### src/hw/rtl/tlg_pkg.sv
// Shared types, constants and helpers for the tremolo LFO gain stage.
// No dependencies; every other RTL file imports this package.
`default_nettype none
package tlg_pkg;

	localparam int SAMPLE_BITS_DEF = 32;
	localparam int QUEUE_DEPTH_DEF = 2;

	// register indexes (byte address / 4)
	localparam logic [2:0] REG_INPUT_GAIN    = 3'd0;
	localparam logic [2:0] REG_DEPTH         = 3'd1;
	localparam logic [2:0] REG_WAVEFORM      = 3'd2;
	localparam logic [2:0] REG_PHASE_STEP    = 3'd3;
	localparam logic [2:0] REG_FOUR_CHANNELS = 3'd4;

	localparam logic [31:0] RST_INPUT_GAIN = 32'd1352914698;
	localparam logic [30:0] RST_DEPTH      = 31'h7FFF_FFFF;
	localparam logic [1:0]  RST_WAVEFORM   = 2'd1;
	localparam logic [30:0] RST_PHASE_STEP = 31'd44739;

	// waveform codes
	localparam logic [1:0] WAVE_TRIANGLE = 2'd0;
	localparam logic [1:0] WAVE_SQUARE   = 2'd1;
	localparam logic [1:0] WAVE_SLOPED   = 2'd2;

	// Q0.31 phase points and unity
	localparam logic [31:0] ONE_Q31     = 32'h8000_0000;
	localparam logic [30:0] PH_QUARTER  = 31'd536870912;
	localparam logic [30:0] PH_HALF     = 31'd1073741824;
	localparam logic [30:0] PH_3QUARTER = 31'd1610612736;
	localparam logic [30:0] PH_048      = 31'd1030792151;
	localparam logic [30:0] PH_098      = 31'd2104533975;
	localparam logic [5:0]  EDGE_SLOPE  = 6'd50;

	localparam logic signed [63:0] SAT_MAX = 64'sd2147483647;
	localparam logic signed [63:0] SAT_MIN = -64'sd2147483648;

	typedef struct packed {
		logic signed [31:0] input_gain;
		logic [30:0]        depth;
		logic [1:0]         waveform;
		logic [30:0]        phase_step;
		logic               four_channels;
	} tlg_cfg_t;

	// one frame between front and back
	typedef struct packed {
		logic signed [31:0] left;
		logic signed [31:0] right;
		logic [30:0]        factor;
		logic               side_en;
	} tlg_entry_t;

	typedef struct packed {
		logic empty;
		logic full;
		logic last;   // exactly one item held
	} tlg_qstat_t;

	// floor(p / 2^31) saturated to Q1.31
	function automatic logic signed [31:0] sat_q31(input logic signed [63:0] p);
		logic signed [63:0] sh;
		sh = p >>> 31;
		if (sh > SAT_MAX)
			return SAT_MAX[31:0];
		else if (sh < SAT_MIN)
			return SAT_MIN[31:0];
		else
			return sh[31:0];
	endfunction

endpackage
`default_nettype wire

### src/hw/rtl/tlg_queue.sv
// Short FIFO of frame entries between the front and back ends.
// Uses tlg_pkg for the entry and status types.
`default_nettype none
module tlg_queue
	import tlg_pkg::*;
#(
	parameter int DEPTH = QUEUE_DEPTH_DEF
) (
	input  wire logic       clk,
	input  wire logic       arst_n,
	input  wire logic       wr_en,
	input  wire tlg_entry_t wr_data,
	input  wire logic       rd_en,
	output tlg_entry_t      rd_data,
	output tlg_qstat_t      stat
);

	localparam int PtrW = (DEPTH > 1) ? $clog2(DEPTH) : 1;
	localparam int CntW = $clog2(DEPTH + 1);
	localparam logic [PtrW-1:0] LastPtr = PtrW'(DEPTH - 1);
	localparam logic [CntW-1:0] FullCnt = CntW'(DEPTH);

	tlg_entry_t      mem_q [DEPTH];
	logic [PtrW-1:0] wptr_q;
	logic [PtrW-1:0] rptr_q;
	logic [CntW-1:0] count_q;

	logic do_wr;
	logic do_rd;

	assign stat.empty = (count_q == '0);
	assign stat.full  = (count_q == FullCnt);
	assign stat.last  = (count_q == CntW'(1));
	assign do_wr      = wr_en && !stat.full;
	assign do_rd      = rd_en && !stat.empty;
	assign rd_data    = mem_q[rptr_q];

	always_ff @(posedge clk or negedge arst_n) begin
		if (!arst_n) begin
			wptr_q  <= '0;
			rptr_q  <= '0;
			count_q <= '0;
		end else begin
			if (do_wr)
				wptr_q <= (wptr_q == LastPtr) ? '0 : wptr_q + 1'b1;
			if (do_rd)
				rptr_q <= (rptr_q == LastPtr) ? '0 : rptr_q + 1'b1;
			if (do_wr && !do_rd)
				count_q <= count_q + 1'b1;
			else if (do_rd && !do_wr)
				count_q <= count_q - 1'b1;
		end
	end

	always_ff @(posedge clk) begin
		if (do_wr)
			mem_q[wptr_q] <= wr_data;
	end

endmodule
`default_nettype wire

### config.mk
export PLATFORM = sky130hd
export DESIGN_NAME = tlg_queue
export DESIGN_NICKNAME = d
export VERILOG_FILES = /design/src/hw/rtl/tlg_pkg.sv /design/src/hw/rtl/tlg_queue.sv
export SDC_FILE = /design/constraint.sdc
export NUM_CORES = 1
export LEC_CHECK = 0
export ABC_AREA = 1
export BUFFER_PORTS_ARGS = -buffer_cell sky130_fd_sc_hd__buf_2
export CAP_MARGIN = 25
export CORE_MARGIN = 1
export CORE_UTILIZATION = 29
export CTS_CLUSTER_DIAMETER = 60
export CTS_CLUSTER_SIZE = 10
export DETAILED_ROUTE_END_ITERATION = 8
export PLACE_DENSITY = 0.48
export SLEW_MARGIN = 20
export SYNTH_ARGS = -nofsm -noshare
export SYNTH_HDL_FRONTEND = slang
export SYNTH_SLANG_ARGS = --single-unit
### constraint.sdc
create_clock -name clk -period 11.15 [get_ports clk]
set_input_delay 2.23 -clock clk [delete_from_list [all_inputs] [get_ports clk]]
set_output_delay 2.23 -clock clk [all_outputs]
set_load 0.005 [all_outputs]
# == Yosys cells after proc, flatten, opt, wreduce, memory -nomap -nowiden ==
# Memory sizes are Yosys's and may differ from the RTL's.
# Cells that the tools add are included.
# op_classes
n_eq_ne,2
n_mux,6
n_reduce_logical,10
addsub,4
# op_table
op,n
1-bit logical AND,4
1-bit zero test,4
1-bit two-way mux,4
2-bit two-way mux,2
"1-bit adder, second input constant",2
"2-bit by 1-bit adder with 2-bit output, second input constant",1
"2-bit by 1-bit equality test with 1-bit output, second input constant",1
"2-bit equality test, second input constant",1
2-bit zero test,1
2-bit nonzero test,1
"2-bit by 1-bit subtractor with 2-bit output, second input constant",1
# totals
memories,1
reg_bits,4
mem_bits_rw,192
output_inout_bits,99
wordCells,26
# mem_list
memory,depth,word_bits,read_ports,rd_clocked_by_memory_dff,write_ports,line,rtl
mem_q,2,96,1,0,1,tlg_queue.sv:23,tlg_entry_t mem_q [DEPTH];

# == Longest topological paths before layout ==
# depth
ltp_word,7
mapped_depth,10

# == Least setup slack after synthesis ==
# Ideal clock, no wire load.
# synth_path
path_kind,input port to flip-flop
from,input wr_en
to,"memory mem_q[0][0] in the netlist's numbering, enable pin"
arrival_ps,6350
path_stages,2
setup_time_ps,553
path_buffers,0
t_required_ps,10597
slack_ps,4248
cell_sequence,nand2_1 -> nor2_1
# synth_via
elab_chain_cells,3
# synth_rtl
item,line,rtl
from (decl),tlg_queue.sv:11,"input wire logic wr_en,"
1-bit logical AND,tlg_queue.sv:34,assign do_wr = wr_en && !stat.full;
1-bit two-way mux,tlg_queue.sv:56,if (do_wr)
1-bit two-way mux (implied by the code),tlg_queue.sv:57,mem_q[wptr_q] <= wr_data;
to (decl),tlg_queue.sv:23,
# Every way passes these cells.

==> reports/metrics.cfg <==
[run_status]
run_status = complete, no violations

[clock_network]
cts_inserted_buffers = 17
cts.repair_timing.setup_buffer_count = 0
clock_slew_at_reported_path_ffs_ns = 0.07
ctsHoldBuffers = 0
post_cts.resized_instances = 0
cts.htree.levels = 4
worstSkewPairLatency_ns = 0.42
max-clock-path-buffers = 2
cts_sinks = 196
cts_root_buf = clkbuf_16
cts_tree = yes

[power]
power.density_cell_area_mw_per_mm2 = 254.7
power.ir.vdd_worst_v = 0.00009338
power.static_leakage_nw = 3.915
power_w = 0.002331

[setup_path]
crit_path_start_kind = flip-flop
worst_path_dominant_cell_family = buffers and inverters
critical_path.cell_chain = buf_4 > nand2_1 > nand2_1 > buf_2
critical_path_capture_point_type = primary output
critPathKind = flip-flop to primary output
cp_slowest_cell = buf_4
worst_ep_arrival_time_ns = 2.20
critical_path_buf_inv_count = 2
critical_path.max_fanout = 69
worst-endpoint-required_ns = 8.92
delay_of_the_slowest_cell_on_the_worst_path_ns = 0.70
crit_top_cell = nand2_1

[place]
detailedPlacementHpwl_mm = 9.171
dp_worst_setup_slack_ns = 6.812
place_congestion = 0.6628
number_of_port_buffers = 198
placement.cell_area_mm2 = 0.008584

[layout]
design.final.nets = 841
filler_cell_count = 2378
mostFrequentLayoutCells = 298 x nand2_1, 198 x buf_2, 192 x edfxtp_1
fin_area_mm2 = 0.009154
post-route-util = 0.3753
syn_to_final_growth_pct = 26.31
mostFrequentLayoutCell = nand2_1
drive_above_1_share = 0.3173

[die]
fp.coreArea_mm2 = 0.02439
horizontal_die_dimension_um = 160.1
start_util = 0.2971
fp-row-count = 57
area_of_the_die_mm2 = 0.02563
top_level_ports = 199
fp.dieH_um = 160.1

[sta]
report.final.setup_viol = 0
period_minus_slack_ns = 4.430
worst_slew_pin_slew_ns = 0.8345
setup_ws_post_layout_ns = 6.720
final.period_utilization = 0.3973
timing.setup.tns_ns = 0
timing_hold_violations_final = 0
final.setup_skew_ns = 0.01138
maxSlewViolCount = 0
rsz0062_at_grt = no
worst_slew_margin_rel = 0.4437
fmax_mhz = 225.7

[route]
route.detailed.drc = 0
via_per_inst = 4.007
routed_wl_mm = 15.11
wire_per_inst_um = 14.06
postRouteAntennaNets = 0
vias = 4307
dr.pass1.iters = 4
first_drt_iteration_drcs = 130

[synth]
synth_cell_types = 12
syn_area_per_cell_um2 = 13.55
count_of_state_elements_after_synthesis = 196
synth_area_mm2 = 0.007247
postSynthCellCount = 535
yosysWarningCount = 0
syn_nets = 639
synth_seq_area_share = 0.8094

[hold_path]
min_path_type = flip-flop to flip-flop

[job]
max_cap_violations = 0

[global_route]
grt_pass1_wl_mm = 23.43
first_global_vias = 4286
antenna_found_initial = 3
gr-total-overflow = 0
pin_count_of_the_biggest_net_entering_global_routing = 70
gr-usage-all-layers = 0.1207

## where the power goes
group          switching [W]  total, W  internal [W]
Combinational       0.000437  0.000681      0.000245
Sequential         0.0000521   0.00106       0.00101
Clock               0.000278  0.000592      0.000315
Total               0.000767   0.00233       0.00156
## area by class of cell
cell class                 instances  area [um^2]  share of cell area
clock buffer                      17        425.4             0.04647
antenna                            1        2.502           0.0002734
multi-input combinational        307         1210              0.1322
timing repair buffer             204         1056              0.1154
sequential                       196         5869              0.6412
clock inverter                    15        141.4             0.01545
inverter                          11        43.79            0.004784
tap                              324        405.4             0.04429
## worst paths after layout
kind	start	to	slack [ns]	cells past startpoint
max	rptr_q$_DFFE_PN0P_	rd_data[82]	6.72	4
min	count_q[0]$_DFFE_PN0P_	count_q[0]$_DFFE_PN0P_	0.52	1
max reg2reg	count_q[0]$_DFFE_PN0P_	mem_q[0][34]$_DFFE_PP_	8.48	7
min reg2reg	count_q[0]$_DFFE_PN0P_	count_q[0]$_DFFE_PN0P_	0.52	1
max in group asynchronous	arst_n	rptr_q$_DFFE_PN0P_	9.40	1
min in group asynchronous	arst_n	rptr_q$_DFFE_PN0P_	1.60	1
## synth_stat cells, drive strengths merged
master,count,area (um^2)
buf,21,142.6
dfrtp,4,100.1
edfxtp,192,5766
ha,4,50.05
inv,11,43.80
nand2,298,1119
nand3,2,10.01
nor2,2,7.510
xnor2,1,8.760
## stage by stage
| step | std cells | hold slack [ns] |
|---|---|---|
| floorplan | 535 | 0.4710 |
| finish | 1075 | 0.5154 |
| global placement | 1041 | 0.5095 |
| detailed placement | 1042 | 0.5046 |
| global route | 1074 | 0.5411 |
| CTS | 1074 | 0.5199 |
## metal layers
metal	GRT usage	up-vias	wire length, um
met5	0	-	11
met4	0.02987	2	113
met3	0.06597	10	1581
met2	0.1872	136	6815
met1	0.1456	1965	6592
li1	-	2194	-
## worst reg2reg max path, cell delays in order (launching register included)
cell	delay (ns)
dfrtp_1	0.39
inv_1	0.07
ha_1	0.21
inv_1	0.06
nand2_1	0.14
nor2_4	0.11
buf_4	0.47
buf_4	0.81
## registers in the layout (all words and copies together) (netlist names)
signal,flops
count_q,2
wptr_q,1
rptr_q,1
mem_q,192
## cells by family after synthesis
kind of cell	count (synthesis)	share of synthesized area
XOR/XNOR	1	0.001209
adder cells (fa/ha/maj)	4	0.006906
buffers and inverters	32	0.02573
flip-flops	196	0.8094
AND/OR/NAND/NOR	302	0.1568
Note: power is estimated with default switching activity, not from simulation.
