==> config.mk <==
export PLATFORM = sky130hd
export DESIGN_NAME = tlg_front
export DESIGN_NICKNAME = d
export VERILOG_FILES = /design/src/hw/rtl/tlg_pkg.sv /design/src/hw/rtl/tlg_front.sv
export SDC_FILE = /design/constraint.sdc
export NUM_CORES = 2
export LEC_CHECK = 0
export CELL_PAD_IN_SITES_DETAIL_PLACEMENT = 0
export CELL_PAD_IN_SITES_GLOBAL_PLACEMENT = 1
export CORE_MARGIN = 4
export CORE_UTILIZATION = 23
export CTS_CLUSTER_DIAMETER = 150
export DETAILED_ROUTE_END_ITERATION = 6
export DONT_BUFFER_PORTS = 1
export HOLD_SLACK_MARGIN = 0.06
export PLACE_DENSITY_LB_ADDON = 0.1
export SETUP_SLACK_MARGIN = 0.4
export SLEW_MARGIN = 20
export SYNTH_ARGS = -nofsm -noshare
export SYNTH_HDL_FRONTEND = slang
export SYNTH_SLANG_ARGS = --single-unit
==> constraint.sdc <==
create_clock -name clk -period 11.8 [get_ports clk]
set_clock_uncertainty 0.15 [all_clocks]
set_input_delay 1.18 -clock clk [delete_from_list [all_inputs] [get_ports clk]]
set_output_delay 1.18 -clock clk [all_outputs]
set_load 0.1 [all_outputs]
==> src/hw/rtl/tlg_pkg.sv <==
// Shared types, constants and helpers for the tremolo LFO gain stage.
// No dependencies; every other RTL file imports this package.
`default_nettype none
package tlg_pkg;

	localparam int SAMPLE_BITS_DEF = 32;
	localparam int QUEUE_DEPTH_DEF = 2;

	// register indexes (byte address / 4)
	localparam logic [2:0] REG_INPUT_GAIN    = 3'd0;
	localparam logic [2:0] REG_DEPTH         = 3'd1;
	localparam logic [2:0] REG_WAVEFORM      = 3'd2;
	localparam logic [2:0] REG_PHASE_STEP    = 3'd3;
	localparam logic [2:0] REG_FOUR_CHANNELS = 3'd4;

	localparam logic [31:0] RST_INPUT_GAIN = 32'd1352914698;
	localparam logic [30:0] RST_DEPTH      = 31'h7FFF_FFFF;
	localparam logic [1:0]  RST_WAVEFORM   = 2'd1;
	localparam logic [30:0] RST_PHASE_STEP = 31'd44739;

	// waveform codes
	localparam logic [1:0] WAVE_TRIANGLE = 2'd0;
	localparam logic [1:0] WAVE_SQUARE   = 2'd1;
	localparam logic [1:0] WAVE_SLOPED   = 2'd2;

	// Q0.31 phase points and unity
	localparam logic [31:0] ONE_Q31     = 32'h8000_0000;
	localparam logic [30:0] PH_QUARTER  = 31'd536870912;
	localparam logic [30:0] PH_HALF     = 31'd1073741824;
	localparam logic [30:0] PH_3QUARTER = 31'd1610612736;
	localparam logic [30:0] PH_048      = 31'd1030792151;
	localparam logic [30:0] PH_098      = 31'd2104533975;
	localparam logic [5:0]  EDGE_SLOPE  = 6'd50;

	localparam logic signed [63:0] SAT_MAX = 64'sd2147483647;
	localparam logic signed [63:0] SAT_MIN = -64'sd2147483648;

	typedef struct packed {
		logic signed [31:0] input_gain;
		logic [30:0]        depth;
		logic [1:0]         waveform;
		logic [30:0]        phase_step;
		logic               four_channels;
	} tlg_cfg_t;

	// one frame between front and back
	typedef struct packed {
		logic signed [31:0] left;
		logic signed [31:0] right;
		logic [30:0]        factor;
		logic               side_en;
	} tlg_entry_t;

	typedef struct packed {
		logic empty;
		logic full;
		logic last;   // exactly one item held
	} tlg_qstat_t;

	// floor(p / 2^31) saturated to Q1.31
	function automatic logic signed [31:0] sat_q31(input logic signed [63:0] p);
		logic signed [63:0] sh;
		sh = p >>> 31;
		if (sh > SAT_MAX)
			return SAT_MAX[31:0];
		else if (sh < SAT_MIN)
			return SAT_MIN[31:0];
		else
			return sh[31:0];
	endfunction

endpackage
`default_nettype wire

==> src/hw/rtl/tlg_front.sv <==
// Front end: takes frames, applies the sample mask, evaluates the LFO and
// the tremolo factor, and hands entries to the queue. Uses tlg_pkg.
`default_nettype none
module tlg_front
	import tlg_pkg::*;
#(
	parameter int SAMPLE_BITS = SAMPLE_BITS_DEF
) (
	input  wire logic               clk,
	input  wire logic               arst_n,
	input  wire logic               push,
	output logic                    full,
	input  wire logic signed [31:0] left_sample,
	input  wire logic signed [31:0] right_sample,
	input  wire tlg_cfg_t           cfg,
	input  wire tlg_qstat_t         qstat,
	output logic                    q_push,
	output tlg_entry_t              q_data
);

	localparam logic [31:0] KeepMask = 32'hFFFF_FFFF << (32 - SAMPLE_BITS);

	logic               valid_s1;
	logic signed [31:0] left_s1;
	logic signed [31:0] right_s1;
	logic [31:0]        lfo_s1;
	logic               side_s1;
	logic [30:0]        phase_q;

	logic        accept;
	logic [31:0] lfo_now;
	logic [62:0] dl_prod;
	logic [31:0] m_val;
	logic [31:0] fac32;

	function automatic logic [31:0] edge_val(input logic [30:0] p, input logic [30:0] base);
		logic [30:0] d;
		d = p - base;
		return 32'(d[25:0]) * 32'(EDGE_SLOPE);
	endfunction

	always_comb begin
		logic [31:0] e;
		lfo_now = '0;
		e = '0;
		case (cfg.waveform)
			WAVE_TRIANGLE: begin
				if (phase_q < PH_QUARTER)
					lfo_now = {1'b0, PH_HALF} + {phase_q, 1'b0};
				else if (phase_q < PH_3QUARTER)
					lfo_now = ONE_Q31 - {phase_q - PH_QUARTER, 1'b0};
				else
					lfo_now = {phase_q - PH_3QUARTER, 1'b0};
			end
			WAVE_SQUARE: begin
				lfo_now = (phase_q < PH_HALF) ? ONE_Q31 : 32'd0;
			end
			WAVE_SLOPED: begin
				if (phase_q < PH_048) begin
					lfo_now = ONE_Q31;
				end else if (phase_q < PH_HALF) begin
					e = edge_val(phase_q, PH_048);
					lfo_now = (e >= ONE_Q31) ? 32'd0 : ONE_Q31 - e;
				end else if (phase_q < PH_098) begin
					lfo_now = 32'd0;
				end else begin
					e = edge_val(phase_q, PH_098);
					lfo_now = (e > ONE_Q31) ? ONE_Q31 : e;
				end
			end
			default: begin
				lfo_now = 32'd0;
			end
		endcase
	end

	assign full   = valid_s1 && qstat.full;
	assign accept = push && !full;
	assign q_push = valid_s1 && !qstat.full;

	// factor = 1 - depth*lfo, held below one
	assign dl_prod = 63'(cfg.depth) * 63'(lfo_s1);
	assign m_val   = dl_prod[62:31];
	assign fac32   = ONE_Q31 - m_val;

	always_comb begin
		q_data.left    = left_s1;
		q_data.right   = right_s1;
		q_data.side_en = side_s1;
		q_data.factor  = (m_val == 32'd0) ? 31'h7FFF_FFFF : fac32[30:0];
	end

	always_ff @(posedge clk or negedge arst_n) begin
		if (!arst_n) begin
			valid_s1 <= 1'b0;
			phase_q  <= '0;
		end else begin
			if (accept) begin
				valid_s1 <= 1'b1;
				if (cfg.four_channels)
					phase_q <= phase_q + cfg.phase_step;
			end else if (q_push) begin
				valid_s1 <= 1'b0;
			end
		end
	end

	always_ff @(posedge clk) begin
		if (accept) begin
			left_s1  <= left_sample & KeepMask;
			right_s1 <= right_sample & KeepMask;
			lfo_s1   <= lfo_now;
			side_s1  <= cfg.four_channels;
		end
	end

endmodule
`default_nettype wire

[Word level (Yosys, flattened, before mapping)]
Index checks and enable logic that the tools add are counted.
Widths: inputs -> output; s select.
Storage, ports and cells
  output and inout bits: 98
  flip-flop bits (word level): 129
  logic and storage cells: 48
Operators by class
  reductions and logical operators: 9
  order comparisons: 7
  multiplexer cells: 12
  equality and inequality tests: 2
  multiply operators: 3
  $add $sub $neg: 9
Operators with widths (count)
  $mux 32: 8
  $pmux 32 s3: 1
  $lt 31x31->1 const B: 3
  $sub 32x32->32 const A: 2
  $mul 31x32->63: 1
  $lt 31x30->1 const B: 2
  $mul 26x5->31 const B: 2
  $sub 26x25->26 const B: 2
  $add 31x32->32 const A: 1
  $ge 32x32->1 const B: 1
  $gt 32x32->1 const B: 1
  $logic_not 32->1: 1
  $add 31x31->31: 1
  $mux 31: 1
  $sub 1x31->31 const A: 1
  $sub 31x30->31 const B: 1
  $sub 31x31->31 const B: 1
  $logic_and 1x1->1: 3
  $eq 2x1->1 const B: 1
  $eq 2x2->1 const B: 1
  $logic_not 1->1: 2
  $logic_not 2->1: 1
  $mux 1: 2
  $reduce_and 2->1: 1
  $reduce_bool 2->1: 1

[Longest topological paths before layout]
  word-level depth: 8
  mapped depth: 35
  depth with buffers taken out: 32

[Least setup slack after synthesis]
OpenSTA, ideal clock, no wires.
  path kind: input port to output port
  start point: input cfg[38] (netlist bit)
  end point: output q_data[23] (netlist bit)
  arrival time: 10863 ps
  path slack: -393 ps
  buffers on the path: 2
  stages on the path: 32
  cells stage by stage: clkbuf_1 and2_1 fa_1 fa_1 fa_1 inv_1 fa_1 inv_1 fa_1 inv_1 fa_1 inv_1 fa_1 inv_1 fa_1 inv_1 ha_1 nand4_1 or3_1 a311o_1 a31o_2 a21o_1 a21boi_1 or2_2 ha_1 nand2b_1 nor3b_1 nand4bb_1 clkbuf_1 nor2_1 a31oi_1 o21ai_0
RTL lines
  from (decl): RTL line tlg_front.sv:15  | input wire tlg_cfg_t cfg,
  to (decl): RTL line tlg_front.sv:18  | output tlg_entry_t q_data

==> flow_metrics.py <==
metrics = {
    "timing": {
        "min_period_ns": 11.23,
        "setup_viol": 0,
        "timing.hold.ws_ns": 0.266,
        "slew_headroom": 0.264,
        "hold_viol_final": 0,
        "max_freq_mhz": 89.0,
        "rsz0062_at_grt": "yes",
        "finalSetupTns_ns": 0,
        "tightest_slew_ns": 1.11,
        "drv_slew": 0,
        "finalCritPeriodShare": 0.952,
    },
    "cells_and_area": {
        "seq_area_sq_um": 3680,
        "nets": 5955,
        "nFillCells": 19500,
        "final_common_cell": "fa_1",
        "final_area_sq_um": 47400,
        "multi_input_area_sq_um": 34800,
        "drive_gt1_frac": 0.0818,
        "area_delta_synth_final_pct": 12.7,
        "final_util": 0.262,
        "final_cell_mix": "fa_1, inv_1, nand2_1, and2_1, ha_1",
    },
    "synthesis": {
        "synthSimpleGateAreaFrac": 0.184,
        "ys_types": 90,
        "synth_edf_count": 96,
        "synth_compound_area_frac": 0.0803,
        "yosys_warnings": 0,
        "seq_area_frac_synth": 0.0875,
        "synth-seq-cells": 128,
        "async_flop_share": 0.250,
        "yosys.area_share.xor_xnor": 0.0302,
        "synthMuxAreaShare": 0.00324,
        "syn_avg_cell_area_sq_um": 9.16,
        "netlist_instances": 4595,
        "ys.flop_type": "edfxtp_1",
        "synth_top_family_by_area": "adder cells",
        "syn-cell-area_sq_um": 42100,
        "syn_nets": 5991,
        "yosys.area_share.adder": 0.518,
    },
    "routing": {
        "drc": 0,
        "dr.pass1.iters": 5,
        "drtAntennaViolNets": 0,
        "num_vias": 30900,
        "wirelength_um": 152000,
        "drt-initial-drc-count": 1478,
        "via_per_inst": 4.45,
        "routedWlPerCell_um": 21.9,
    },
    "setup_path": {
        "path_class": "reg2out",
        "critPathMostFrequentCell": "fa_1",
        "r2r-start": "phase_q[0]",
        "rr_endpoint": "lfo_s1[16]",
        "slowest_delay_ns": 0.60,
        "cp_data_arrival_time_ns": 9.90,
        "cp_slowest_cell": "fa_1",
        "reg2reg_slack_ns": 3.05,
        "end_kind": "output port",
        "worstPathRequired_ns": 10.47,
        "crit_path_start_kind": "register",
        "rr_worst_depth": 22,
        "worst-path-max-fanout": 9,
        "cp-endpoint": "q_data[27]",
        "startpoint": "lfo_s1[15]",
    },
    "clock_network": {
        "cts_root_buf": "clkbuf_16",
        "h-tree-depth": 4,
        "clk_latency_ns": 0.46,
        "clk_pin_slew_ns": 0.07,
        "clock_sinks": 128,
        "hold_buffers": 0,
        "clk_path_buf_depth": 2,
        "cts_tree": "done",
        "cts_buffers": 17,
    },
    "global_route": {
        "grt_pass1_vias": 33900,
        "globalRoute.totalOverflow": 0,
        "grt_util_all_layers": 0.159,
        "antenna_found_initial": 12,
        "grt_max_degree": 65,
        "grt_pass1_wl_um": 229000,
    },
    "die": {
        "dieArea_sq_um": 190000,
        "die_h_um": 436,
        "io_pins": 265,
        "initial_core_util": 0.232,
        "floorplan.core_area_sq_um": 181000,
        "die_x_um": 436,
        "rows": 156,
    },
    "flow_run": {
        "drv_cap": 0,
    },
    "place": {
        "hpwl_um": 121000,
        "routabilityCongestion": 0.780,
        "numPortBuffers": 0,
        "post_dp_cell_area_sq_um": 45500,
    },
    "run_status": {
        "outcome": "completed",
    },
    "min_path": {
        "worstHoldPathType": "in2async",
    },
}
-- through the flow --
stage / cells / worst slack (ns)
6_report: 6947 / 0.565
5_1_grt: 6942 / 0.278
2_1_floorplan: 4595 / 0.359
3_5_place_dp: 6838 / 0.149
3_3_place_gp: 6838 / 0.123
4_1_cts: 6906 / 0.404
-- critical path: cells and delay by family, from the launching register on --
kind            cells  cell delay [ns]
fa+ha+maj           9             4.38
simple gates        9             3.02
buf+inv             7             1.08
flops               1             0.41
compound gates      2             0.34
xor+xnor            1             0.19
-- final cells by class --
class / count / share of cell area
inverter: 812 / 0.0643
sequential: 128 / 0.0777
antenna: 5 / 0.000264
multi-input combinational: 3399 / 0.735
clock inverter: 15 / 0.00288
timing repair buffer: 201 / 0.0489
clock buffer: 17 / 0.00897
tap: 2370 / 0.0625
-- Yosys cell counts, types with 44 or more instances --
cell,instances,area (sq um)
a21o_1,53,398
a21oi_1,114,571
and2_1,546,3420
clkbuf_1,238,893
edfxtp_1,96,2880
fa_1,858,17200
ha_1,371,4640
inv_1,812,3050
nand2_1,597,2240
nand3_1,44,220
nor2_1,86,323
nor3_1,47,235
o21ai_0,121,606
xnor2_1,83,727
xor2_1,62,543
-- logic make-up (layout without fill, tap and decap cells) --
| logic type | Yosys count | count (layout) |
|---|---|---|
| AOI/OAI and AO/OA | 508 | 508 |
| xor gates and xnor gates | 145 | 145 |
| adders and majority gates | 1229 | 1229 |
| buffers and inverters | 1068 | 1045 |
| DFF | 128 | 128 |
| muxes | 12 | 12 |
| other | 0 | 5 |
| and+or+nand+nor | 1505 | 1505 |
-- registers in the layout (all words and copies together) (netlist names) --
signal,cells
right_s1,32
left_s1,32
valid_s1,1
side_s1,1
lfo_s1,31
phase_q,31
-- metal layers --
layer | up-vias | part of all wire | global-route usage
li1 | 14300 | - | -
met1 | 16200 | 0.46 | 0.218
met2 | 379 | 0.50 | 0.281
met3 | 60 | 0.025 | 0.0125
met4 | 0 | 0.011 | 0.0174
met5 | - | 0 | 0
-- what timing repair did --
action                     in CTS  in global routing
setup endpoints to repair      31                 31
cloned                          0                  4
pin swaps                       6                 65
buffers inserted               36                 32
gates resized for setup        26                120
-- how the worst min path moves through the flow --
stage,startpoint,end,slack (ns),depth (start not counted)
3_5_place_dp,valid_s1,valid_s1,0.37,2
4_1_cts,arst_n,phase_q[18],0.23,0
2_1_floorplan,valid_s1,valid_s1,0.33,2
5_1_grt,arst_n,phase_q[18],0.23,0
3_3_place_gp,valid_s1,valid_s1,0.36,2
6_report,arst_n,phase_q[18],0.27,0
Power is left out: the tool's default activity adds up to more than one toggle a clock period on the data nets, which glitch-free logic cannot reach.
