===== config.mk =====
export PLATFORM = sky130hd
export DESIGN_NAME = tlg_back
export DESIGN_NICKNAME = d
export VERILOG_FILES = /design/src/hw/rtl/tlg_pkg.sv /design/src/hw/rtl/tlg_back.sv
export SDC_FILE = /design/constraint.sdc
export NUM_CORES = 2
export LEC_CHECK = 0
export BUFFER_PORTS_ARGS = -buffer_cell sky130_fd_sc_hd__clkbuf_2
export CELL_PAD_IN_SITES_DETAIL_PLACEMENT = 0
export CELL_PAD_IN_SITES_GLOBAL_PLACEMENT = 1
export CORE_AREA = 4 4 333 401
export DETAILED_ROUTE_END_ITERATION = 10
export DIE_AREA = 0 0 337 405
export GPL_ROUTABILITY_DRIVEN = 0
export HOLD_SLACK_MARGIN = 0.05
export PLACE_DENSITY_LB_ADDON = 0.1
export SYNTH_ARGS = -nofsm -noshare
export SYNTH_HDL_FRONTEND = slang
export SYNTH_SLANG_ARGS = --single-unit
export TNS_END_PERCENT = 1

===== constraint.sdc =====
create_clock -name clk -period 9.96 [get_ports clk]
set_clock_uncertainty 0.05 [all_clocks]
set_input_delay 0.996 -clock clk [delete_from_list [all_inputs] [get_ports clk]]
set_output_delay 0.996 -clock clk [all_outputs]
set_load 0.03 [all_outputs]

===== src/hw/rtl/tlg_pkg.sv =====
// Shared types, constants and helpers for the tremolo LFO gain stage.
// No dependencies; every other RTL file imports this package.
`default_nettype none
package tlg_pkg;

	localparam int SAMPLE_BITS_DEF = 32;
	localparam int QUEUE_DEPTH_DEF = 2;

	// register indexes (byte address / 4)
	localparam logic [2:0] REG_INPUT_GAIN    = 3'd0;
	localparam logic [2:0] REG_DEPTH         = 3'd1;
	localparam logic [2:0] REG_WAVEFORM      = 3'd2;
	localparam logic [2:0] REG_PHASE_STEP    = 3'd3;
	localparam logic [2:0] REG_FOUR_CHANNELS = 3'd4;

	localparam logic [31:0] RST_INPUT_GAIN = 32'd1352914698;
	localparam logic [30:0] RST_DEPTH      = 31'h7FFF_FFFF;
	localparam logic [1:0]  RST_WAVEFORM   = 2'd1;
	localparam logic [30:0] RST_PHASE_STEP = 31'd44739;

	// waveform codes
	localparam logic [1:0] WAVE_TRIANGLE = 2'd0;
	localparam logic [1:0] WAVE_SQUARE   = 2'd1;
	localparam logic [1:0] WAVE_SLOPED   = 2'd2;

	// Q0.31 phase points and unity
	localparam logic [31:0] ONE_Q31     = 32'h8000_0000;
	localparam logic [30:0] PH_QUARTER  = 31'd536870912;
	localparam logic [30:0] PH_HALF     = 31'd1073741824;
	localparam logic [30:0] PH_3QUARTER = 31'd1610612736;
	localparam logic [30:0] PH_048      = 31'd1030792151;
	localparam logic [30:0] PH_098      = 31'd2104533975;
	localparam logic [5:0]  EDGE_SLOPE  = 6'd50;

	localparam logic signed [63:0] SAT_MAX = 64'sd2147483647;
	localparam logic signed [63:0] SAT_MIN = -64'sd2147483648;

	typedef struct packed {
		logic signed [31:0] input_gain;
		logic [30:0]        depth;
		logic [1:0]         waveform;
		logic [30:0]        phase_step;
		logic               four_channels;
	} tlg_cfg_t;

	// one frame between front and back
	typedef struct packed {
		logic signed [31:0] left;
		logic signed [31:0] right;
		logic [30:0]        factor;
		logic               side_en;
	} tlg_entry_t;

	typedef struct packed {
		logic empty;
		logic full;
		logic last;   // exactly one item held
	} tlg_qstat_t;

	// floor(p / 2^31) saturated to Q1.31
	function automatic logic signed [31:0] sat_q31(input logic signed [63:0] p);
		logic signed [63:0] sh;
		sh = p >>> 31;
		if (sh > SAT_MAX)
			return SAT_MAX[31:0];
		else if (sh < SAT_MIN)
			return SAT_MIN[31:0];
		else
			return sh[31:0];
	endfunction

endpackage
`default_nettype wire


===== src/hw/rtl/tlg_back.sv =====
// Back end: one shared 32x32 multiplier stepped through gain and tremolo
// products, then an output register with empty/pop. Uses tlg_pkg.
`default_nettype none
module tlg_back
	import tlg_pkg::*;
#(
	parameter int SAMPLE_BITS = SAMPLE_BITS_DEF
) (
	input  wire logic               clk,
	input  wire logic               arst_n,
	input  wire tlg_cfg_t           cfg,
	input  wire tlg_entry_t         head,
	input  wire tlg_qstat_t         qstat,
	output logic                    q_pop,
	output logic                    empty,
	input  wire logic               pop,
	output logic signed [31:0]      left_out,
	output logic signed [31:0]      right_out,
	output logic signed [31:0]      left_side,
	output logic signed [31:0]      right_side
);

	localparam logic [31:0] KeepMask = 32'hFFFF_FFFF << (32 - SAMPLE_BITS);

	typedef enum logic [2:0] {
		B_IDLE = 3'b001,
		B_RUN  = 3'b010,
		B_HOLD = 3'b100
	} back_state_t;

	localparam logic [1:0] STEP_GL = 2'd0;
	localparam logic [1:0] STEP_GR = 2'd1;
	localparam logic [1:0] STEP_SL = 2'd2;
	localparam logic [1:0] STEP_SR = 2'd3;

	back_state_t        state_q;
	logic [1:0]         step_q;
	logic signed [31:0] gl_q;
	logic signed [31:0] gr_q;
	logic signed [31:0] sl_q;
	logic signed [31:0] sr_q;
	logic               out_valid_q;

	logic signed [31:0] op_a;
	logic signed [31:0] op_b;
	logic signed [63:0] prod;
	logic signed [31:0] res;
	logic               slot_free;
	logic               xfer;

	always_comb begin
		op_a = head.left;
		op_b = cfg.input_gain;
		case (step_q)
			STEP_GL: begin
				op_a = head.left;
				op_b = cfg.input_gain;
			end
			STEP_GR: begin
				op_a = head.right;
				op_b = cfg.input_gain;
			end
			STEP_SL: begin
				op_a = gl_q;
				op_b = {1'b0, head.factor};
			end
			STEP_SR: begin
				op_a = gr_q;
				op_b = {1'b0, head.factor};
			end
			default: begin
				op_a = head.left;
				op_b = cfg.input_gain;
			end
		endcase
	end

	assign prod      = 64'(op_a) * 64'(op_b);
	assign res       = sat_q31(prod);
	assign slot_free = !out_valid_q || pop;
	assign xfer      = (state_q == B_HOLD) && slot_free;
	assign q_pop     = xfer;
	assign empty     = !out_valid_q;

	always_ff @(posedge clk or negedge arst_n) begin
		if (!arst_n) begin
			state_q     <= B_IDLE;
			step_q      <= STEP_GL;
			out_valid_q <= 1'b0;
		end else begin
			if (xfer)
				out_valid_q <= 1'b1;
			else if (pop)
				out_valid_q <= 1'b0;
			case (state_q)
				B_IDLE: begin
					if (!qstat.empty) begin
						state_q <= B_RUN;
						step_q  <= STEP_GL;
					end
				end
				B_RUN: begin
					step_q <= step_q + 1'b1;
					if (step_q == STEP_SR)
						state_q <= B_HOLD;
				end
				B_HOLD: begin
					// go straight on when another item waits behind this one
					if (slot_free) begin
						state_q <= qstat.last ? B_IDLE : B_RUN;
						step_q  <= STEP_GL;
					end
				end
				default: begin
					state_q <= B_IDLE;
				end
			endcase
		end
	end

	always_ff @(posedge clk) begin
		if (state_q == B_RUN) begin
			case (step_q)
				STEP_GL: gl_q <= res;
				STEP_GR: gr_q <= res;
				STEP_SL: sl_q <= res;
				STEP_SR: sr_q <= res;
				default: gl_q <= res;
			endcase
		end
		if (xfer) begin
			left_out   <= gl_q & KeepMask;
			right_out  <= gr_q & KeepMask;
			left_side  <= head.side_en ? (sl_q & KeepMask) : 32'sd0;
			right_side <= head.side_en ? (sr_q & KeepMask) : 32'sd0;
		end
	end

endmodule
`default_nettype wire


# After elaboration in Yosys (flattened, before gate mapping)
# Cells that the tools add are included.
[op_classes]
addsub = 1
multipliers = 1
order_cmp = 2
n_eq_ne = 9
mux = 14
reduce_logical = 14
[op_table]
columns = ["operator", "count"]
rows = [
  ["32-bit case mux with 4 select lines", 1],
  ["32-bit by 32-bit multiplier with 64-bit output", 1],
  ["32-bit 2-to-1 mux", 2],
  ["32-bit case mux with 2 select lines", 1],
  ["33-bit by 32-bit greater-than comparator with 1-bit output (second input constant)", 1],
  ["33-bit by 32-bit < comparator with 1-bit output (second input constant)", 1],
  ["3-bit 2-to-1 mux", 3],
  ["3-bit case mux with 3 select lines", 1],
  ["2-bit AND reduction", 4],
  ["2-bit 2-to-1 mux", 3],
  ["2-bit != test (second input constant)", 3],
  ["2-bit case mux with 3 select lines", 1],
  ["3-bit AND reduction", 2],
  ["2-bit == test (second input constant)", 2],
  ["2-bit OR reduction", 2],
  ["3-bit by 1-bit == test with 1-bit output (second input constant)", 1],
  ["3-bit by 2-bit == test with 1-bit output (second input constant)", 1],
  ["3-bit == test (second input constant)", 1],
  ["3-bit nonzero test", 1],
  ["2-bit by 1-bit adder with 2-bit output (second input constant)", 1],
  ["2-bit by 1-bit == test with 1-bit output (second input constant)", 1],
  ["2-bit zero test", 1],
  ["1-bit 2-to-1 mux", 2],
  ["2-bit nonzero test", 1],
  ["other kinds (3)", 3],
]
[word_totals]
regBits = 262
out_inout_bits = 130

# Longest topological paths before layout
[logic_depth]
ltp_word = 7
mapped_depth = 37
mapped_depth_nobuf = 31

# Worst setup path after synthesis
# Ideal clock, no wire load.
[synth_timing]
kind = "register to register"
startpoint = "register step_q[0]"
endpoint = "register gl_q[23] (data pin)"
t_arrival_ns = 9.800
required_ns = 9.627
path_slack_ns = -0.172
stages_incl_launch_ff = 32
path_buffers = 5
synth_period_minus_slack_ns = 10.132
cell_sequence = "dfrtp_1 > inv_1 > ha_1 > clkbuf_1 > clkbuf_1 > clkbuf_1 > mux2i_1 > nor2_1 > fa_1 > inv_1 > fa_1 > inv_1 > fa_1 > fa_1 > inv_1 > fa_1 > inv_1 > fa_1 > inv_1 > fa_1 > inv_1 > fa_1 > ha_1 > a21o_1 > a21oi_1 > o21ai_0 > a221o_1 > or4_1 > a22oi_1 > buf_4 > buf_6 > a21oi_1"
[synth_between]
elab_chain_len = 7
word_cells_on_any_way = 13
classes_between = "1 x mul; 2 x order compare; 3 x eq/ne; 4 x mux; 3 x reduce/logical"
[synth_lines]
columns = ["item", "line_no", "text"]
rows = [
  ["start, declared", "tlg_back.sv:37", "logic [1:0] step_q;"],
  ["start signal, assigned", "tlg_back.sv:103", "step_q <= step_q + 1'b1;"],
  ["2-bit == test (tied with other cells)", "tlg_back.sv:54", "case (step_q)"],
  ["2-bit OR reduction (no source line)", "-", ""],
  ["32-bit case mux with 2 select lines", "tlg_back.sv:54", ""],
  ["32-bit by 32-bit multiplier with 64-bit output (*)", "tlg_back.sv:78", "assign prod = 64'(op_a) * 64'(op_b);"],
  ["33-bit by 32-bit < comparator with 1-bit output", "tlg_pkg.sv:66", "else if (sh < SAT_MIN)"],
  ["32-bit 2-to-1 mux", "tlg_pkg.sv:66", ""],
  ["32-bit 2-to-1 mux (*)", "tlg_pkg.sv:64", "if (sh > SAT_MAX)"],
  ["net res[23]", "tlg_back.sv:47", "logic signed [31:0] res;"],
  ["end signal, assigned", "tlg_back.sv:124", "STEP_GL: gl_q <= res;"],
  ["end signal, assigned", "tlg_back.sv:128", "default: gl_q <= res;"],
  ["end, declared", "tlg_back.sv:38", "logic signed [31:0] gl_q;"],
]
# Mark *: on every way through the listed nets, which the timed path passes. The rest lies on a longest branch.
# A chain may end at the register's enable or synchronous reset.

# Worst setup path after layout
[layout_timing]
startpoint = "register step_q[0]"
endpoint = "register sr_q[28] (data pin)"
[layout_between]
elab_chain_len = 7
word_cells_on_any_way = 13
classes_between = "1 x mul; 2 x order compare; 3 x eq/ne; 4 x mux; 3 x reduce/logical"
[layout_lines]
columns = ["item", "line_no", "text"]
rows = [
  ["2-bit == test (tied with other cells)", "tlg_back.sv:54", ""],
  ["2-bit OR reduction (no source line)", "-", ""],
  ["32-bit case mux with 2 select lines", "tlg_back.sv:54", ""],
  ["32-bit by 32-bit multiplier with 64-bit output (*)", "tlg_back.sv:78", ""],
  ["33-bit by 32-bit < comparator with 1-bit output", "tlg_pkg.sv:66", ""],
  ["32-bit 2-to-1 mux", "tlg_pkg.sv:66", ""],
  ["32-bit 2-to-1 mux (*)", "tlg_pkg.sv:64", ""],
  ["net res[28]", "tlg_back.sv:47", ""],
  ["end signal, assigned", "tlg_back.sv:127", "STEP_SR: sr_q <= res;"],
  ["end, declared", "tlg_back.sv:41", "logic signed [31:0] sr_q;"],
]
# Marks and branches as above.

==> impl_metrics.tcl <==
set metrics [dict create \
    synth_seq_area_share_pct 17.38 \
    worst_pin_slew_ns 1.020 \
    grt_overflow 0 \
    slew_viol_final 0 \
    status "finished, final reports clean" \
    synthMuxAreaShare_pct 2.621 \
    synth.largest_area_cell "fa_1" \
    n_fill_cell 12996 \
    hold_viol_final 0 \
    synthFlopType "edfxtp_1" \
    vias_per_cell 4.899 \
    setup_viol 0 \
    endpoint_kind "register" \
    worst-r2r-cell-count 32 \
    gr-usage-all-layers_pct 24.54 \
    std_cell_rows 145 \
    drive_gt1_share_pct 17.74 \
    port_buffers 262 \
    wl_per_cell_um 24.44 \
    cts_tree "done" \
    cts.sinks 262 \
    ys_top_cells_by_count "fa_1 (1081), inv_1 (947), nand2_1 (574), nor2_1 (555), edfxtp_1 (256)" \
    cts_made_buffers 22 \
    syn_to_final_growth_pct 17.96 \
    yosys.area_share.simple_pct 12.21 \
    postPlaceCellArea_um2 52380 \
    cts_root_buffer "clkbuf_16" \
    grt_pass1_wl_um 241900 \
    arrival_ns 9.96 \
    min_period_ns 9.744 \
    tns_ns 0 \
    final_area_um2 53210 \
    wl_um 163300 \
    die_w_um 337 \
    max_freq_ghz 0.1026 \
    synth_top_family_by_area "adder cells" \
    avgSynthCellArea_um2 10.15 \
    fin_util_pct 41.08 \
    dr.pass1.iters 5 \
    ant_nets 0 \
    regArea_um2 7841 \
    synthXorXnorAreaFrac_pct 0.8265 \
    dp.final_hpwl_um 140400 \
    post-route-period-util_pct 97.83 \
    worstPathMaxFanout 35 \
    async_flop_share_pct 2.290 \
    maxCapViolCount 0 \
    worstSetupPathType "register to register" \
    hold_buffers 0 \
    yosysWarningCount 0 \
    worstHoldPathType "input port to asynchronous set/reset pin" \
    coreArea_um2 129500 \
    synth_fp_nets 5909 \
    nets 6439 \
    synth_edf_count 256 \
    ios 329 \
    synth-compound-area-share_pct 4.213 \
    r2r_start "step_q[0]" \
    synth_top_cell_area_share_pct 47.97 \
    cp_common_cell "fa_1" \
    slowest_delay_ns 0.59 \
    fin_ws_ns 0.2158 \
    syn_area_um2 45110 \
    synth_area_leaders "fa_1 (48%), edfxtp_1 (17%), inv_1 (7.9%)" \
    path_buf_inv 9 \
    r2r_setup_slack_ns 0.22 \
    yosysMostFrequentCell "fa_1" \
    fp.dieH_um 405 \
    clock_path_buffers 3 \
    crit_slowest_cell "fa_1" \
    clkTransAtPathRegs_ns 0.07 \
    grt_pass1_vias 36550 \
    htree_levels 1 \
    pre_cts_ws_ns -0.08473 \
    required_ns 10.18 \
    synthAdderAreaFrac_pct 53.15 \
    route.detailed.drc 0 \
    drt-initial-drc-count 1772 \
    synthDistinctLibCells 71 \
    cpLargestDelayFamily "adder cells" \
    antenna_found_initial 7 \
    syn_inst 4444 \
    grt_max_degree 130 \
    vias 32733 \
    worstReg2RegEnd "sr_q[28]" \
    start_util_pct 34.83 \
    clock_latency_ns 0.52 \
    relSlewSlack_pct 31.99 \
    die_area_um2 136500 \
    rsz0062_at_grt "true" \
    ys_seq_elements 262 \
    cp-start-kind "register" \
    multi_input_area_um2 33350 \
]
metal layers:
metal,up-vias,global-route usage [%],wire (µm)
met2,696,46.99,90060
met4,0,8.065,6498
met1,17445,29.03,62390
met5,-,0,0
met3,191,1.550,4368
li1,14401,-,-
layout make-up:
type	count	share of cell area, %
antenna	3	0.01411
clock buffer	31	1.138
tap	1690	3.974
timing repair buffer	706	10.67
inverter	948	6.687
multi-input combinational	3034	62.66
clock inverter	8	0.1223
sequential	262	14.74
worst register-to-register path: cells and delay by family (launching register included):
family	cells	cell delay (ns)
adder cells (fa/ha/maj)	10	4.55
AO/OA/AOI/OAI	9	2.18
buffers and inverters	9	1.31
AND/OR/NAND/NOR	3	0.78
flip-flops	1	0.42
multiplexers	1	0.19
kinds of logic after synthesis:
family / after synthesis
xor gates and xnor gates: 41
DFF: 262
muxes: 111
AOI/OAI and AO/OA: 285
adders and majority gates: 1268
and+or+nand+nor: 1329
buffers and inverters: 1148
flip-flops by register name (all words and copies together) (netlist names):
signal and count:
left_side 32, right_side 32, gr_q 32, out_valid_q 1
gl_q 32, sr_q 32, step_q 2, sl_q 32
right_out 32, state_q 3, left_out 32
how the worst max path moves through the flow:
| stage | startpoint | to | slack (ns) | cells past startpoint |
|---|---|---|---|---|
| 3_5_place_dp | head[48] | sr_q[1] | -0.08 | 30 |
| 3_3_place_gp | head[47] | sr_q[1] | -0.05 | 30 |
| 6_report | step_q[0] | sr_q[28] | 0.22 | 32 |
| 5_1_grt | step_q[0] | gr_q[28] | -0.1 | 38 |
| 2_1_floorplan | step_q[0] | gl_q[23] | 0.05 | 30 |
| 4_1_cts | step_q[1] | gr_q[2] | 0.006 | 31 |
cells in the final DEF, fill, tap and decap left out, drive strengths merged, types with 8 or more instances in the layout:
cell type	instances
a211oi	14
a21o	31
a21oi	88
a22oi	32
and2	86
and3	12
and4	8
buf	443
clkbuf	294
clkinv	8
edfxtp	256
fa	1081
ha	185
inv	947
mux2	54
mux2i	57
nand2	574
nand2b	28
nand3	14
nand4	15
nor2	555
nor2b	8
nor3	8
o211ai	14
o21ai	47
xnor2	28
xor2	12
per-stage QoR:
step	hold WS [ns]	cells
after floorplan	0.3760	4444
after global placement	0.3796	6636
after detailed placement	0.3822	6636
after CTS	0.2519	6675
after global routing	0.2478	6682
final	0.2627	6682
timing repair:
action,CTS,global route
resized for setup,6,22
setup endpoints to repair,15,124
gates cloned,0,1
setup buffers,0,3
pin swaps,0,2
Power is left out: the tool's default activity adds up to more than one toggle a clock period on the data nets, which glitch-free logic cannot reach.
